**src/rtl/cfr_pkg.sv**
```systemverilog
`default_nettype none
// ----------------------------------------------------------------------------
// Command frame receiver package
// Shared types and constants for the framed command receiver.
// ----------------------------------------------------------------------------
package cfr_pkg;

    localparam logic [7:0]  SYNC_BYTE      = 8'hFF;
    localparam logic [10:0] SILENCE_MAX    = 11'd2047;
    localparam logic [10:0] TIMEOUT_RESET  = 11'd1000;
    localparam logic [7:0]  MAX_SPEED_RST  = 8'd100;
    localparam logic [7:0]  MAX_ANGLE_RST  = 8'd180;
    localparam logic [7:0]  LAST_SEQ_RESET = 8'd255;

    typedef enum logic [1:0] {
        REG_TIMEOUT_MS = 2'd0,
        REG_MAX_SPEED  = 2'd1,
        REG_MAX_ANGLE  = 2'd2
    } t_cfg_index;

    typedef struct packed {
        logic       mode;
        logic [7:0] rx_byte;
    } t_item;

    typedef struct packed {
        logic [10:0] timeout_ms;
        logic [7:0]  max_speed;
        logic [7:0]  max_angle;
    } t_cfg;

    typedef struct packed {
        logic [7:0] speed_ref;
        logic [7:0] angle_ref;
        logic [7:0] buttons;
        logic       drive_enable;
        logic       frame_accepted;
        logic       frame_rejected;
    } t_result;

endpackage
`default_nettype wire

```
**src/rtl/cfr_in_if.sv**
```systemverilog
`default_nettype none
// ----------------------------------------------------------------------------
// Command frame receiver input channel
// Carries one received byte or one millisecond tick per word.
// ----------------------------------------------------------------------------
interface cfr_in_if;
    logic       valid;
    logic       ready;
    logic       mode;
    logic [7:0] rx_byte;

    modport source (output valid, output mode, output rx_byte, input ready);
    modport sink   (input valid, input mode, input rx_byte, output ready);
endinterface
`default_nettype wire

```
**src/rtl/cfr_out_if.sv**
```systemverilog
`default_nettype none
// ----------------------------------------------------------------------------
// Command frame receiver result channel
// Carries the held references and the frame status of one word.
// ----------------------------------------------------------------------------
interface cfr_out_if;
    logic       valid;
    logic       ready;
    logic [7:0] speed_ref;
    logic [7:0] angle_ref;
    logic [7:0] buttons;
    logic       drive_enable;
    logic       frame_accepted;
    logic       frame_rejected;

    modport source (output valid, output speed_ref, output angle_ref, output buttons,
                    output drive_enable, output frame_accepted, output frame_rejected,
                    input ready);
    modport sink   (input valid, input speed_ref, input angle_ref, input buttons,
                    input drive_enable, input frame_accepted, input frame_rejected,
                    output ready);
endinterface
`default_nettype wire

```
**src/rtl/cfr_cfg_if.sv**
```systemverilog
`default_nettype none
// ----------------------------------------------------------------------------
// Command frame receiver configuration channel
// Carries one register write per word.
// ----------------------------------------------------------------------------
interface cfr_cfg_if;
    logic        valid;
    logic        ready;
    logic [1:0]  index;
    logic [10:0] data;

    modport source (output valid, output index, output data, input ready);
    modport sink   (input valid, input index, input data, output ready);
endinterface
`default_nettype wire

```
**src/rtl/cfr_frame_core.sv**
```systemverilog
`default_nettype none
// ----------------------------------------------------------------------------
// Command frame receiver core
// Frame parser, range and repeat check, held references and link watchdog.
// ----------------------------------------------------------------------------
module cfr_frame_core (
    input  wire logic            i_clk,
    input  wire logic            i_rst_n,
    input  wire logic            i_step,
    input  wire cfr_pkg::t_item  i_item,
    input  wire cfr_pkg::t_cfg   i_cfg,
    output cfr_pkg::t_result     o_result
);

    typedef enum logic [2:0] {
        PH_HUNT    = 3'd0,
        PH_SPEED   = 3'd1,
        PH_ANGLE   = 3'd2,
        PH_BUTTONS = 3'd3,
        PH_SEQ     = 3'd4
    } t_phase;

    t_phase      r_phase,    n_phase;
    logic [7:0]  r_pend_spd, n_pend_spd;
    logic [7:0]  r_pend_ang, n_pend_ang;
    logic [7:0]  r_pend_btn, n_pend_btn;
    logic [7:0]  r_speed,    n_speed;
    logic [7:0]  r_angle,    n_angle;
    logic [7:0]  r_buttons,  n_buttons;
    logic [7:0]  r_last_seq, n_last_seq;
    logic [10:0] r_silence,  n_silence;
    logic        r_enabled,  n_enabled;
    logic        accepted;
    logic        rejected;

    always_comb begin
        n_phase    = r_phase;
        n_pend_spd = r_pend_spd;
        n_pend_ang = r_pend_ang;
        n_pend_btn = r_pend_btn;
        n_speed    = r_speed;
        n_angle    = r_angle;
        n_buttons  = r_buttons;
        n_last_seq = r_last_seq;
        n_silence  = r_silence;
        n_enabled  = r_enabled;
        accepted   = 1'b0;
        rejected   = 1'b0;
        if (i_item.mode) begin
            if (r_silence != cfr_pkg::SILENCE_MAX) begin
                n_silence = r_silence + 11'd1;
            end
        end else begin
            case (r_phase)
                PH_SPEED: begin
                    n_pend_spd = i_item.rx_byte;
                    n_phase    = PH_ANGLE;
                end
                PH_ANGLE: begin
                    n_pend_ang = i_item.rx_byte;
                    n_phase    = PH_BUTTONS;
                end
                PH_BUTTONS: begin
                    n_pend_btn = i_item.rx_byte;
                    n_phase    = PH_SEQ;
                end
                PH_SEQ: begin
                    if ((i_item.rx_byte != r_last_seq) && (r_pend_spd <= i_cfg.max_speed)
                            && (r_pend_ang <= i_cfg.max_angle)) begin
                        n_speed    = r_pend_spd;
                        n_angle    = r_pend_ang;
                        n_buttons  = r_pend_btn;
                        n_last_seq = i_item.rx_byte;
                        n_enabled  = 1'b1;
                        n_silence  = '0;
                        accepted   = 1'b1;
                    end else begin
                        rejected = 1'b1;
                    end
                    n_phase = PH_HUNT;
                end
                default: begin
                    n_phase = (i_item.rx_byte == cfr_pkg::SYNC_BYTE) ? PH_SPEED : PH_HUNT;
                end
            endcase
        end
        if (n_silence > i_cfg.timeout_ms) begin
            n_enabled = 1'b0;
        end
    end

    assign o_result.speed_ref      = n_speed;
    assign o_result.angle_ref      = n_angle;
    assign o_result.buttons        = n_buttons;
    assign o_result.drive_enable   = n_enabled;
    assign o_result.frame_accepted = accepted;
    assign o_result.frame_rejected = rejected;

    always_ff @(posedge i_clk) begin
        if (!i_rst_n) begin
            r_phase    <= PH_HUNT;
            r_speed    <= '0;
            r_angle    <= '0;
            r_buttons  <= '0;
            r_last_seq <= cfr_pkg::LAST_SEQ_RESET;
            r_silence  <= '0;
            r_enabled  <= 1'b0;
        end else if (i_step) begin
            r_phase    <= n_phase;
            r_speed    <= n_speed;
            r_angle    <= n_angle;
            r_buttons  <= n_buttons;
            r_last_seq <= n_last_seq;
            r_silence  <= n_silence;
            r_enabled  <= n_enabled;
        end
    end

    always_ff @(posedge i_clk) begin
        if (i_step) begin
            r_pend_spd <= n_pend_spd;
            r_pend_ang <= n_pend_ang;
            r_pend_btn <= n_pend_btn;
        end
    end

    // A frame is never both accepted and rejected.
    a_acc_rej_excl: assert property (@(posedge i_clk) disable iff (!i_rst_n)
        i_step |-> !(accepted && rejected))
        else $error("frame both accepted and rejected");

    // Ticks never complete a frame.
    a_tick_no_frame: assert property (@(posedge i_clk) disable iff (!i_rst_n)
        (i_step && i_item.mode) |-> (!accepted && !rejected))
        else $error("tick completed a frame");

    // An accepted frame always leaves drive enabled.
    a_acc_enables: assert property (@(posedge i_clk) disable iff (!i_rst_n)
        (i_step && accepted) |-> n_enabled)
        else $error("accepted frame without drive enable");

    // An accepted frame clears the silence timer and records its counter.
    a_acc_clears: assert property (@(posedge i_clk) disable iff (!i_rst_n)
        (i_step && accepted) |=> (r_silence == '0 && r_last_seq == $past(i_item.rx_byte)))
        else $error("accepted frame state not updated");

endmodule
`default_nettype wire

```
**src/rtl/command_frame_receiver_with_timeout.sv**
```systemverilog
`default_nettype none
// ----------------------------------------------------------------------------
// Command frame receiver with timeout
// Parses sync-byte framed drive commands and disables drive on link silence.
//
// The input channel takes one word per cycle while the output is not stalled:
// either a received serial byte (mode 0) or a one millisecond tick (mode 1).
// Every input word produces exactly one result word on the output channel with
// the held speed, angle and button references, the drive enable and the frame
// status flags. The configuration channel is always ready and writes the
// timeout and the speed and angle limits; the user must see that it is written
// only while the block is idle, as the block itself does not enforce this. A
// word passes through the input register and then the result register before
// its result is valid. Reset clears the pipeline, the held references, the
// silence timer and drive enable, and loads the register defaults. When the
// receiver stalls, the result register holds its word and the input register
// fills, after which the input channel deasserts ready until the result is
// taken.
// ----------------------------------------------------------------------------
module command_frame_receiver_with_timeout (
    input  wire logic  i_clk,
    input  wire logic  i_rst_n,
    cfr_in_if.sink     i_in,
    cfr_cfg_if.sink    i_cfg,
    cfr_out_if.source  o_out
);

    cfr_pkg::t_cfg    r_cfg;
    logic             r_s1_valid;
    cfr_pkg::t_item   r_s1_item;
    logic             r_out_valid;
    cfr_pkg::t_result r_out;
    cfr_pkg::t_result core_result;
    logic             out_load;
    logic             s1_go;
    logic             in_take;

    assign out_load   = !r_out_valid || o_out.ready;
    assign s1_go      = r_s1_valid && out_load;
    assign i_in.ready = !r_s1_valid || out_load;
    assign in_take    = i_in.valid && i_in.ready;
    assign i_cfg.ready = 1'b1;

    always_ff @(posedge i_clk) begin
        if (!i_rst_n) begin
            r_cfg.timeout_ms <= cfr_pkg::TIMEOUT_RESET;
            r_cfg.max_speed  <= cfr_pkg::MAX_SPEED_RST;
            r_cfg.max_angle  <= cfr_pkg::MAX_ANGLE_RST;
        end else if (i_cfg.valid) begin
            case (i_cfg.index)
                cfr_pkg::REG_TIMEOUT_MS: r_cfg.timeout_ms <= i_cfg.data;
                cfr_pkg::REG_MAX_SPEED:  r_cfg.max_speed  <= i_cfg.data[7:0];
                cfr_pkg::REG_MAX_ANGLE:  r_cfg.max_angle  <= i_cfg.data[7:0];
                default: begin
                end
            endcase
        end
    end

    always_ff @(posedge i_clk) begin
        if (!i_rst_n) begin
            r_s1_valid  <= 1'b0;
            r_out_valid <= 1'b0;
        end else begin
            if (in_take) begin
                r_s1_valid <= 1'b1;
            end else if (s1_go) begin
                r_s1_valid <= 1'b0;
            end
            if (out_load) begin
                r_out_valid <= r_s1_valid;
            end
        end
    end

    always_ff @(posedge i_clk) begin
        if (in_take) begin
            r_s1_item.mode    <= i_in.mode;
            r_s1_item.rx_byte <= i_in.rx_byte;
        end
        if (s1_go) begin
            r_out <= core_result;
        end
    end

    cfr_frame_core u_core (
        .i_clk    (i_clk),
        .i_rst_n  (i_rst_n),
        .i_step   (s1_go),
        .i_item   (r_s1_item),
        .i_cfg    (r_cfg),
        .o_result (core_result)
    );

    assign o_out.valid          = r_out_valid;
    assign o_out.speed_ref      = r_out.speed_ref;
    assign o_out.angle_ref      = r_out.angle_ref;
    assign o_out.buttons        = r_out.buttons;
    assign o_out.drive_enable   = r_out.drive_enable;
    assign o_out.frame_accepted = r_out.frame_accepted;
    assign o_out.frame_rejected = r_out.frame_rejected;

    // The input stage only empties into a result register that can load.
    a_s1_drain: assert property (@(posedge i_clk) disable iff (!i_rst_n)
        (r_s1_valid && !out_load) |=> r_s1_valid)
        else $error("input word lost while result stalled");

    // A word in the input stage moves to the result register when it loads.
    a_s1_forward: assert property (@(posedge i_clk) disable iff (!i_rst_n)
        s1_go |=> r_out_valid)
        else $error("result word not produced");

    // A result word shows at most one frame status flag.
    a_out_flags: assert property (@(posedge i_clk) disable iff (!i_rst_n)
        r_out_valid |-> !(r_out.frame_accepted && r_out.frame_rejected))
        else $error("result shows both frame flags");

endmodule
`default_nettype wire
```
**src/flat_wrapper.sv**
```systemverilog
// flat-port wrapper written by rule: the top's interface ports become plain ports
module command_frame_receiver_with_timeout_flat 
  (i_clk, i_rst_n, i_in_valid, i_in_mode, i_in_rx_byte, i_in_ready, i_cfg_valid, i_cfg_index, i_cfg_data, i_cfg_ready, o_out_valid, o_out_speed_ref, o_out_angle_ref, o_out_buttons, o_out_drive_enable, o_out_frame_accepted, o_out_frame_rejected, o_out_ready);
  cfr_in_if i_in_i ();
  cfr_cfg_if i_cfg_i ();
  cfr_out_if o_out_i ();
  input  wire logic i_clk;
  input  wire logic i_rst_n;
  input wire logic [$bits(i_in_i.valid)-1:0] i_in_valid;
  input wire logic [$bits(i_in_i.mode)-1:0] i_in_mode;
  input wire logic [$bits(i_in_i.rx_byte)-1:0] i_in_rx_byte;
  output wire logic [$bits(i_in_i.ready)-1:0] i_in_ready;
  input wire logic [$bits(i_cfg_i.valid)-1:0] i_cfg_valid;
  input wire logic [$bits(i_cfg_i.index)-1:0] i_cfg_index;
  input wire logic [$bits(i_cfg_i.data)-1:0] i_cfg_data;
  output wire logic [$bits(i_cfg_i.ready)-1:0] i_cfg_ready;
  output wire logic [$bits(o_out_i.valid)-1:0] o_out_valid;
  output wire logic [$bits(o_out_i.speed_ref)-1:0] o_out_speed_ref;
  output wire logic [$bits(o_out_i.angle_ref)-1:0] o_out_angle_ref;
  output wire logic [$bits(o_out_i.buttons)-1:0] o_out_buttons;
  output wire logic [$bits(o_out_i.drive_enable)-1:0] o_out_drive_enable;
  output wire logic [$bits(o_out_i.frame_accepted)-1:0] o_out_frame_accepted;
  output wire logic [$bits(o_out_i.frame_rejected)-1:0] o_out_frame_rejected;
  input wire logic [$bits(o_out_i.ready)-1:0] o_out_ready;
  assign i_in_i.valid = i_in_valid;
  assign i_in_i.mode = i_in_mode;
  assign i_in_i.rx_byte = i_in_rx_byte;
  assign i_in_ready = i_in_i.ready;
  assign i_cfg_i.valid = i_cfg_valid;
  assign i_cfg_i.index = i_cfg_index;
  assign i_cfg_i.data = i_cfg_data;
  assign i_cfg_ready = i_cfg_i.ready;
  assign o_out_valid = o_out_i.valid;
  assign o_out_speed_ref = o_out_i.speed_ref;
  assign o_out_angle_ref = o_out_i.angle_ref;
  assign o_out_buttons = o_out_i.buttons;
  assign o_out_drive_enable = o_out_i.drive_enable;
  assign o_out_frame_accepted = o_out_i.frame_accepted;
  assign o_out_frame_rejected = o_out_i.frame_rejected;
  assign o_out_i.ready = o_out_ready;
  command_frame_receiver_with_timeout u_core (.i_clk(i_clk), .i_rst_n(i_rst_n), .i_in(i_in_i), .i_cfg(i_cfg_i), .o_out(o_out_i));
endmodule
```
**config.mk**
```make
export PLATFORM = sky130hd
export DESIGN_NAME = command_frame_receiver_with_timeout_flat
export DESIGN_NICKNAME = d
export VERILOG_FILES = /design/src/rtl/cfr_pkg.sv /design/src/rtl/cfr_in_if.sv /design/src/rtl/cfr_out_if.sv /design/src/rtl/cfr_cfg_if.sv /design/src/rtl/cfr_frame_core.sv /design/src/rtl/command_frame_receiver_with_timeout.sv /design/src/flat_wrapper.sv
export SDC_FILE = /design/constraint.sdc
export NUM_CORES = 1
export LEC_CHECK = 0
export BUFFER_PORTS_ARGS = -buffer_cell sky130_fd_sc_hd__buf_2
export CORE_ASPECT_RATIO = 0.5
export CORE_MARGIN = 2
export CORE_UTILIZATION = 40
export DETAILED_ROUTE_END_ITERATION = 8
export GPL_ROUTABILITY_DRIVEN = 0
export PLACE_DENSITY = 0.55
export RECOVER_POWER = 50
export SYNTH_ARGS = -nofsm -noshare
export SYNTH_HDL_FRONTEND = slang
export SYNTH_SLANG_ARGS = --single-unit
```
**constraint.sdc**
```tcl
create_clock -name i_clk -period 7.6 [get_ports i_clk]
set_input_delay 1.9 -clock i_clk [delete_from_list [all_inputs] [get_ports i_clk]]
set_output_delay 1.9 -clock i_clk [all_outputs]
set_load 0.01 [all_outputs]
```
==> flow_metrics.py <==
metrics = {
    "outcome": {
        "status": "finished with violations",
        "failed_checks": "max-capacitance violations, max-slew violations",
    },
    "die": {
        "placementRows": 32,
        "dieArea_um2": 16800,
        "die_w_um": 181,
        "initial_core_util": 0.408,
        "core-area_um2": 15400,
        "die_height_um": 92.6,
        "num_io_pins": 57,
    },
    "clocking": {
        "clock_latency_ns": 0.42,
        "cts_tree": "built",
        "ctsRootBufferMaster": "clkbuf_16",
        "ctsResizeCount": 0,
        "clk_path_buf_depth": 2,
        "hold_buffers": 0,
        "htree_levels": 4,
        "numCtsBuffers": 17,
        "cts_setup_buffers": 0,
        "clk_pin_slew_worst_paths_ns": 0.06,
        "cts_sinks": 136,
    },
    "synth": {
        "yosys_warnings": 0,
        "synth_cell_types": 62,
        "synth.area.top_cells": "edfxtp_1 29%, dfxtp_1 24%, mux2i_1 6.7%",
        "ys_seq_area_frac": 0.530,
        "synth_compound_area_frac": 0.0873,
        "synth_xor_area_frac": 0.0112,
        "yosysMostFrequentCell": "dfxtp_1",
        "synthArstFlopShare": 0,
        "yosys.area_share.simple": 0.142,
        "synthAdderAreaFrac": 0.0558,
        "synth_top_family_by_area": "simple AND/OR/NAND/NOR gates",
        "yosys.area.top_type_share": 0.287,
        "synth_top_area_cell": "edfxtp_1",
        "synthMuxAreaShare": 0.123,
        "synth_top_flop_cell": "dfxtp_1",
        "post_synth.cell_area_avg_um2": 11.3,
        "ys_ff_latch": 136,
        "syn-instance-count": 556,
        "syn_area_um2": 6280,
        "syn_nets": 611,
        "synth_edf_count": 60,
        "synthTopCellsByCount": "76 x dfxtp_1, 60 x edfxtp_1, 60 x nand2_1",
    },
    "critical_path": {
        "cp_max_fo": 36,
        "cpPeakStageDelay_ns": 1.02,
        "worstPathArrival_ns": 4.78,
        "path_depth": 13,
        "cp_cell_sequence": "ha_1 -> and4b_1 -> a211oi_1 -> o22ai_1 -> nor3_1 -> nand2_4 -> inv_4 -> o21ai_0 -> ha_1 -> a211oi_1 -> o21ai_0 -> o21ai_0 -> o21a_1",
        "worstPathRequired_ns": 7.89,
        "cp_num_buf_inv": 1,
        "r2r-end": "u_core.o_out.drive_enable$_DFFE_PP_",
        "r2r_start": "u_core.u_core.r_pend_spd[2]$_DFFE_PP_",
        "path_class": "flop to flop",
        "crit_start": "u_core.u_core.r_pend_spd[2]$_DFFE_PP_",
        "critical-path-top-delay-family": "compound AO/OA/AOI/OAI gates",
        "startpoint_type": "flop",
        "r2r_cells": 13,
        "endpoint_kind": "flop",
        "endpoint": "u_core.o_out.drive_enable$_DFFE_PP_",
        "r2r_slack_ns": 3.11,
        "critPathMostFrequentCell": "o21ai_0",
        "cp_slowest_cell": "nor3_1",
    },
    "timing": {
        "fmaxAchievable_mhz": 223,
        "hold_violations": 0,
        "slew_headroom": -0.171,
        "post-route-period-util": 0.591,
        "setup_viol": 0,
        "fin_ws_ns": 3.11,
        "worst_slew_pin_slew_ns": 1.75,
        "tns_ns": 0,
        "worst_hold_slack_ns": 0.475,
        "maxSlewViolCount": 18,
        "rsz0062_at_grt": "no",
        "finClkSkew_ns": 0.0105,
        "finalCriticalPeriod_ns": 4.49,
    },
    "power_and_ir_drop": {
        "seqPwrFrac": 0.471,
        "peakVddDrop_v": 0.000163,
        "p_per_area_nw_per_um2": 233,
        "power_frac_clock": 0.489,
        "internal_power_mw": 1.30,
        "power.switching_mw": 0.379,
        "switching_share": 0.226,
        "p_comb_frac": 0.040,
        "total_power_mw": 1.68,
        "power.leakage_nw": 2.71,
    },
    "route": {
        "wl_per_cell_um": 15.6,
        "drt_pass1_iterations": 4,
        "routed_via_density": 5.01,
        "drc_errors": 0,
        "drt-initial-drc-count": 253,
        "vias": 4137,
        "ant_nets": 0,
        "routed_wl_um": 12900,
    },
    "final_layout": {
        "postLayoutCoreUtil": 0.467,
        "fin_cells": 826,
        "nets": 664,
        "fill_cells": 1447,
        "layout-drive-gt1-share": 0.153,
        "diodes": 0,
        "fin_area_um2": 7180,
        "area_growth_pct": 14.5,
    },
    "placed_design": {
        "post-place-cells": 794,
        "dp_slack_ns": 3.24,
        "place_hpwl_um": 8650,
        "port_buffers": 55,
        "dpl_cell_area_um2": 6670,
    },
    "grt": {
        "gr-usage-met3": 0.0543,
        "grt.total_usage": 0.167,
        "antenna_found_initial": 0,
        "gr-usage-met1": 0.229,
        "grt_max_degree": 63,
        "use_met2": 0.251,
        "grt_overflow": 0,
        "busiest_layer": "met2",
        "grt_pass1_vias": 3967,
        "grt_pass1_wl_um": 21300,
    },
    "run": {
        "maxCapViolCount": 1,
    },
    "min_path": {
        "hp-class": "flop to flop",
    },
}
[worst min-delay path by stage]
stage	startpoint	to	slack, ns	cells past startpoint
global route	u_core.r_cfg[16]$_SDFFE_PN0P_	u_core.r_cfg[16]$_SDFFE_PN0P_	0.50	2
floorplan	u_core.r_cfg[17]$_SDFFE_PN0P_	u_core.r_cfg[17]$_SDFFE_PN0P_	0.44	2
finish	u_core.r_cfg[18]$_SDFFE_PN0P_	u_core.r_cfg[18]$_SDFFE_PN0P_	0.48	2
CTS	u_core.r_cfg[18]$_SDFFE_PN0P_	u_core.r_cfg[18]$_SDFFE_PN0P_	0.48	2
detailed placement	u_core.r_cfg[18]$_SDFFE_PN0P_	u_core.r_cfg[18]$_SDFFE_PN0P_	0.46	2
global placement	u_core.r_cfg[20]$_SDFFE_PN0P_	u_core.r_cfg[20]$_SDFFE_PN0P_	0.45	2
[power groups by stage]
stage / Clock [mW] / Combinational (mW) / Sequential (mW)
detailed placement: 0 / 0.0707 / 0.805
floorplan: 0 / 0.0419 / 0.803
global placement: 0 / 0.0697 / 0.805
global route: 0.879 / 0.0768 / 0.791
CTS: 0.840 / 0.0709 / 0.789
finish: 0.820 / 0.0673 / 0.789
[logic make-up after synthesis]
kind of cell,after synthesis
other,1
adder cells (fa/ha/maj),28
buffers and inverters,58
flip-flops,136
AO/OA/AOI/OAI,85
multiplexers,67
AND/OR/NAND/NOR,173
XOR/XNOR,8
[per-layer routing]
| metal | share of wire | vias up | wire [µm] |
|---|---|---|---|
| met5 | 0 | - | 0 |
| met4 | 0.0094 | 0 | 122 |
| met3 | 0.045 | 11 | 581 |
| met2 | 0.43 | 80 | 5560 |
| met1 | 0.52 | 1950 | 6660 |
| li1 | - | 2096 | - |
[flip-flops by register name, indices dropped and copies added (netlist names), 3 cells and up]
register	count
u_core.u_core.r_pend_spd	8
u_core.o_out.buttons	8
u_core.u_core.r_pend_ang	8
u_core.r_cfg	27
u_core.u_core.r_speed	8
u_core.u_core.r_buttons	8
u_core.o_out.speed_ref	8
u_core.r_s1_item	9
u_core.u_core.r_pend_btn	8
u_core.o_out.angle_ref	8
u_core.u_core.r_silence	11
u_core.u_core.r_last_seq	8
u_core.u_core.r_angle	8
u_core.u_core.r_phase	3
[layout by cell type, fill, tap and decap left out, drive strengths merged, types with 2 or more instances in the layout]
master   n
bufinv   2
and2     3
dfxtp   76
a31oi    4
edfxtp  60
or2      2
o211ai   9
nor2    32
nand2   62
and3     2
o21ai   19
clkbuf  50
or3      2
buf     29
nand4   15
nor3     7
nor2b   20
o21a     5
o21bai   3
nand2b   2
o22ai    4
nand3   11
a21boi   2
nand3b   4
xnor2    8
a21o     4
mux2i   42
nor4     2
inv     35
o31ai    2
a211oi   3
ha      28
nor4b    2
o31a     2
clkinv   7
mux2    25
a21oi   24
[worst reg2reg max path: cells and delay by family (launching register included)]
kind | cells | cell delay, ns
compound gates | 7 | 1.47
fa+ha+maj | 2 | 0.67
buf+inv | 1 | 0.47
flops | 1 | 0.42
simple gates | 3 | 1.33
[cell type report]
cell class / count / area [µm²] / area share
clock buffers: 19 / 443 / 0.0617
flip-flops and latches: 136 / 3320 / 0.463
well taps: 204 / 255 / 0.0355
inverters: 32 / 123 / 0.0171
repair buffers: 60 / 272 / 0.0378
multi-input cells: 362 / 2620 / 0.365
clock inverters: 13 / 144 / 0.0200
Power figures use the tool's default switching activity.
